[config.mk]
export PLATFORM = sky130hd
export DESIGN_NAME = ncm_cell
export DESIGN_NICKNAME = d
export VERILOG_FILES = /design/src/rtl/core/ncm_pkg.sv /design/src/rtl/core/ncm_cell.sv
export SDC_FILE = /design/constraint.sdc
export NUM_CORES = 2
export LEC_CHECK = 0
export BUFFER_PORTS_ARGS = -buffer_cell sky130_fd_sc_hd__buf_2
export CORE_MARGIN = 2
export CORE_UTILIZATION = 50
export CTS_CLUSTER_DIAMETER = 40
export DETAILED_ROUTE_END_ITERATION = 8
export GPL_TIMING_DRIVEN = 0
export PLACE_DENSITY = 0.71
export SYNTH_ARGS = -nofsm -noshare
export SYNTH_HDL_FRONTEND = slang
export SYNTH_SLANG_ARGS = --single-unit
[constraint.sdc]
create_clock -name clk -period 11.5 [get_ports clk]
set_input_delay 1.15 -clock clk [delete_from_list [all_inputs] [get_ports clk]]
set_output_delay 1.15 -clock clk [all_outputs]
set_load 0.005 [all_outputs]
[src/rtl/core/ncm_pkg.sv]
// Package for the nearest centroid color map: field widths, item structs and
// the token that walks the centroid cell chain, plus its compare function.
// No dependencies.
`default_nettype none

package ncm_pkg;

    localparam int IDX_W       = 4;
    localparam int PIX_W       = 8;
    localparam int MEAN_W      = 16;
    localparam int SQ_W        = 2 * MEAN_W;
    localparam int DIST_W      = SQ_W + 2;
    localparam int CNT_W       = 5;
    localparam int ENTRIES_DEF = 16;
    localparam int INDEX_SPAN  = 16;

    localparam logic [CNT_W-1:0] ENTRIES_IN_USE_RST = CNT_W'(16);

    localparam logic OP_CLASSIFY = 1'b0;
    localparam logic OP_LOAD     = 1'b1;

    typedef struct packed {
        logic              opcode;
        logic [IDX_W-1:0]  entry_index;
        logic [PIX_W-1:0]  pixel_red;
        logic [PIX_W-1:0]  pixel_green;
        logic [PIX_W-1:0]  pixel_blue;
        logic [MEAN_W-1:0] mean_red;
        logic [MEAN_W-1:0] mean_green;
        logic [MEAN_W-1:0] mean_blue;
    } ncm_in_t;

    typedef struct packed {
        logic             is_classify;
        logic [IDX_W-1:0] cluster_index;
        logic [PIX_W-1:0] out_red;
        logic [PIX_W-1:0] out_green;
        logic [PIX_W-1:0] out_blue;
    } ncm_out_t;

    typedef struct packed {
        logic [MEAN_W-1:0] red;
        logic [MEAN_W-1:0] green;
        logic [MEAN_W-1:0] blue;
    } ncm_entry_t;

    typedef struct packed {
        logic              valid;
        logic [PIX_W-1:0]  pix_r;
        logic [PIX_W-1:0]  pix_g;
        logic [PIX_W-1:0]  pix_b;
        logic              have;
        logic [IDX_W-1:0]  best_idx;
        logic [DIST_W-1:0] best_d;
        logic [PIX_W-1:0]  best_r;
        logic [PIX_W-1:0]  best_g;
        logic [PIX_W-1:0]  best_b;
        logic              cand;
        logic [IDX_W-1:0]  cand_idx;
        logic [SQ_W-1:0]   sq_r;
        logic [SQ_W-1:0]   sq_g;
        logic [SQ_W-1:0]   sq_b;
        logic [PIX_W-1:0]  cand_r;
        logic [PIX_W-1:0]  cand_g;
        logic [PIX_W-1:0]  cand_b;
    } ncm_token_t;

    // Sums the pending candidate's squares and keeps it if it is the first or strictly closer.
    function automatic ncm_token_t ncm_fold(ncm_token_t t);
        ncm_token_t        r;
        logic [DIST_W-1:0] d;
        r = t;
        d = DIST_W'(t.sq_r) + DIST_W'(t.sq_g) + DIST_W'(t.sq_b);
        if (t.cand && (!t.have || d < t.best_d))
        begin
            r.have     = 1'b1;
            r.best_idx = t.cand_idx;
            r.best_d   = d;
            r.best_r   = t.cand_r;
            r.best_g   = t.cand_g;
            r.best_b   = t.cand_b;
        end
        r.cand = 1'b0;
        return r;
    endfunction

endpackage

`default_nettype wire

[src/rtl/core/ncm_cell.sv]
// One cell of the centroid chain: holds one table entry, folds the previous
// cell's candidate into the running best and squares its own distances.
// Depends on ncm_pkg.
`default_nettype none

module ncm_cell #(
    parameter int INDEX = 0
) (
    input  wire logic                        clk,
    input  wire logic                        rst_n,
    input  wire logic                        wr_en,
    input  wire ncm_pkg::ncm_entry_t         wr_data,
    input  wire logic [ncm_pkg::CNT_W-1:0]   n_eff,
    input  wire ncm_pkg::ncm_token_t         tok_in,
    output ncm_pkg::ncm_token_t              tok_out
);
    import ncm_pkg::*;

    localparam logic [CNT_W-1:0] MY_CNT = CNT_W'(INDEX);
    localparam logic [IDX_W-1:0] MY_IDX = IDX_W'(INDEX);

    ncm_entry_t entry_reg;
    ncm_entry_t entry_next;
    ncm_token_t tok_reg;
    ncm_token_t tok_next;

    function automatic logic [SQ_W-1:0] chan_sq(logic [PIX_W-1:0] pix,
                                                logic [MEAN_W-1:0] mean);
        logic [MEAN_W-1:0] p;
        logic [MEAN_W-1:0] diff;
        p    = {pix, {(MEAN_W - PIX_W){1'b0}}};
        diff = (p > mean) ? (p - mean) : (mean - p);
        return SQ_W'(diff) * SQ_W'(diff);
    endfunction

    always_comb
    begin
        entry_next = wr_en ? wr_data : entry_reg;
        tok_next          = ncm_fold(tok_in);
        tok_next.cand     = tok_in.valid && (MY_CNT < n_eff);
        tok_next.cand_idx = MY_IDX;
        tok_next.sq_r     = chan_sq(tok_in.pix_r, entry_reg.red);
        tok_next.sq_g     = chan_sq(tok_in.pix_g, entry_reg.green);
        tok_next.sq_b     = chan_sq(tok_in.pix_b, entry_reg.blue);
        tok_next.cand_r   = entry_reg.red[MEAN_W-1 -: PIX_W];
        tok_next.cand_g   = entry_reg.green[MEAN_W-1 -: PIX_W];
        tok_next.cand_b   = entry_reg.blue[MEAN_W-1 -: PIX_W];
    end

    always_ff @(posedge clk or negedge rst_n)
    begin
        if (!rst_n)
        begin
            entry_reg <= '0;
            tok_reg   <= '0;
        end
        else
        begin
            entry_reg <= entry_next;
            tok_reg   <= tok_next;
        end
    end

    assign tok_out = tok_reg;

endmodule

`default_nettype wire

==> results.json <==
{
  "endpoint_kind": "flop",
  "layout-area-overhead-vs-synth_pct": 15.5,
  "cp.arrival_ps": 11450,
  "share_of_layout_cells_above_drive_strength_1_pct": 16.5,
  "clock-root-buffer": "clkbuf_16",
  "htreeDepth": 2,
  "route.vias.total": 26700,
  "synthDistinctLibCells": 74,
  "chip_height_um": 266,
  "filler_cell_count": 5976,
  "num_ports": 482,
  "met1Wirelength_um": 39400,
  "grt_pass1_wl_um": 147000,
  "largest_register_ffs": 206,
  "grt_start_max_net_pins": 106,
  "run_status": "finished, final reports clean",
  "number_of_synthesized_flops_with_an_enable_pin": 0,
  "synthCells": 3602,
  "rsz0062_at_grt": "false",
  "route.antenna.remaining_nets": 0,
  "ys_async_sr_fraction_pct": 100,
  "crit_required_ps": 11990,
  "critical_path.max_fanout": 11,
  "ys_dominant_reg_cell": "dfrtp_1",
  "timing.fmax_ghz": 0.0912,
  "grt_overflow": 0,
  "detailed_place_hpwl_um": 76000,
  "antenna_found_initial": 18,
  "worstHoldPathType": "flop to flop",
  "worst_slew_margin_rel_pct": 22.2,
  "post_cts.resized_instances": 0,
  "vias_in_the_first_global_route": 28000,
  "globalplace.congestion": 0.961,
  "avgViaCountPerCell": 5.27,
  "post_drt_wl_per_cell_um": 17.9,
  "routed_wirelength_um": 90900,
  "clock_latency_ps": 610,
  "ys_ff_latch": 254,
  "drt_pass1_iterations": 5,
  "met3_length_um": 6670,
  "top_layer_used": "met5",
  "worst_setup_path_start_kind": "flop",
  "multi_input_comb_area_mm2": 0.0247,
  "mostFrequentLayoutCells": "inv_1, fa_1, buf_2, ha_1, nand2_1",
  "tightest_slew_ps": 1160,
  "cpMaxStageDelayCell": "o41ai_1",
  "seq_area_mm2": 0.00636,
  "buffer_ports.inserted": 473,
  "path_clk_slew_ps": 60,
  "report.final.hold_viol_count": 0,
  "ys_warn_count": 0,
  "syn-mean-instance-area_um2": 9.54,
  "postcts_setup_bufs": 0,
  "nets": 5334,
  "cts_tree": "built",
  "tritoncts.num_buffers": 51,
  "instance_area_at_placement_mm2": 0.0379,
  "proportion_of_synthesized_chip_area_in_sequential_cells_pct": 18.5,
  "initial_core_util_pct": 50.3,
  "floorplan.core_area_mm2": 0.0683,
  "final_common_cell": "inv_1",
  "first_iter_violations": 1500,
  "finalCritPeriodShare_pct": 95.3,
  "finalClockSkew_ps": 19.1,
  "cts_hold_buf": 0,
  "clock-sinks": 254,
  "max-clock-path-buffers": 3,
  "timing.critical_path.slowest_cell_delay_ps": 910,
  "critPathKind": "flop to flop",
  "drt_drc_violations_left": 0,
  "detailroute.wirelength.met2_um": 42000,
  "finalSetupViolCount": 0,
  "finalInstanceArea_mm2": 0.0397,
  "period_minus_slack_ps": 10960,
  "setup-tns-final_ps": 0,
  "floorplan.rows": 96,
  "floorplan_die_width_um": 266,
  "die_area_mm2": 0.0709,
  "max_cap_violations": 0,
  "grt_usage_pct": 26.3,
  "finalMaxSlewViolations": 0,
  "synth.cell_area_mm2": 0.0344
}
routing by layer:
metal  GRT usage, %  up-vias
li1               -    12400
met3           4.81      174
met5              0        -
met4           7.65       14
met1           36.2    13200
met2           42.6      906
critical path: cells and delay by family, from the launching register on:
family	cells	cell delay (ps)
xor gates and xnor gates	2	1150
DFF	1	530
buffers and inverters	10	1980
adders and majority gates	8	3560
AOI/OAI and AO/OA	5	2430
and+or+nand+nor	6	1180
final cells by class:
cell class	instances	area share [%]
clock inverters	39	1.13
inverters	799	7.55
flip-flops and latches	254	16.0
diodes	8	0.0504
clock buffers	54	3.30
multi-input cells	2467	62.1
well taps	882	2.78
repair buffers	475	6.13
plain buffers	88	0.920
stage by stage:
step	std cells	hold WS (ps)	setup slack, ps	utilization [%]
finish	5066	377	536	58.1
floorplan	3608	352	2200	-
detailed placement	4965	365	426	55.5
global placement	4963	357	419	55.4
CTS	5058	377	620	58.1
global route	5064	382	8.39	58.1
Yosys cell counts, types with 4 or more instances:
| master | number | share of area, % |
|---|---|---|
| buf_4 | 7 | 0.15 |
| o31ai_1 | 13 | 0.28 |
| o21a_1 | 20 | 0.44 |
| a21oi_1 | 135 | 2.0 |
| a41oi_1 | 4 | 0.10 |
| nor4_1 | 6 | 0.11 |
| nor3_1 | 39 | 0.57 |
| and3_1 | 18 | 0.33 |
| and2_1 | 26 | 0.47 |
| nor2b_1 | 23 | 0.42 |
| nand3_1 | 27 | 0.39 |
| o41ai_1 | 6 | 0.15 |
| ha_1 | 403 | 15 |
| nor3b_1 | 9 | 0.20 |
| o211ai_1 | 4 | 0.087 |
| o22ai_1 | 4 | 0.073 |
| a211oi_1 | 21 | 0.46 |
| o21bai_1 | 15 | 0.33 |
| mux2i_1 | 8 | 0.23 |
| a21o_1 | 82 | 1.8 |
| inv_2 | 7 | 0.076 |
| mux2_2 | 83 | 2.7 |
| xor2_1 | 63 | 1.6 |
| a211o_1 | 5 | 0.13 |
| or2_2 | 6 | 0.11 |
| o311ai_0 | 4 | 0.10 |
| a31oi_1 | 20 | 0.36 |
| or3_1 | 7 | 0.13 |
| xnor2_1 | 103 | 2.6 |
| and4_1 | 5 | 0.13 |
| clkbuf_1 | 72 | 0.79 |
| nand4_1 | 16 | 0.29 |
| o21ai_0 | 107 | 1.6 |
| a2111oi_0 | 6 | 0.15 |
| a311o_1 | 5 | 0.15 |
| inv_1 | 789 | 8.6 |
| dfrtp_1 | 254 | 18 |
| nand2b_1 | 18 | 0.33 |
| fa_1 | 526 | 31 |
| a311oi_1 | 7 | 0.18 |
| buf_2 | 7 | 0.10 |
| nand2_1 | 339 | 3.7 |
| nor2_1 | 237 | 2.6 |
path summary, 6_finish.rpt:
check	startpoint	end	slack, ps	depth (start not counted)
worst min register to register	entry_reg[47]	tok_out[23]	380	0
min in group asynchronous	rst_n	tok_out[102]	500	1
max in group asynchronous	rst_n	tok_out[187]	9980	2
worst min-delay path	entry_reg[47]	tok_out[23]	380	0
worst max register to register	entry_reg[0]	tok_out[54]	540	31
worst max-delay path	entry_reg[0]	tok_out[54]	540	31
kinds of logic after synthesis:
kind of cell,share of synthesized area (%)
AND/OR/NAND/NOR,10.1
XOR/XNOR,4.32
multiplexers,2.95
other,0.0109
buffers and inverters,9.79
AO/OA/AOI/OAI,9.03
flip-flops,18.5
adder cells (fa/ha/maj),45.3
Power is not shown: default switching activity piles up to over one toggle a cycle in this logic, so the estimate is an artifact.
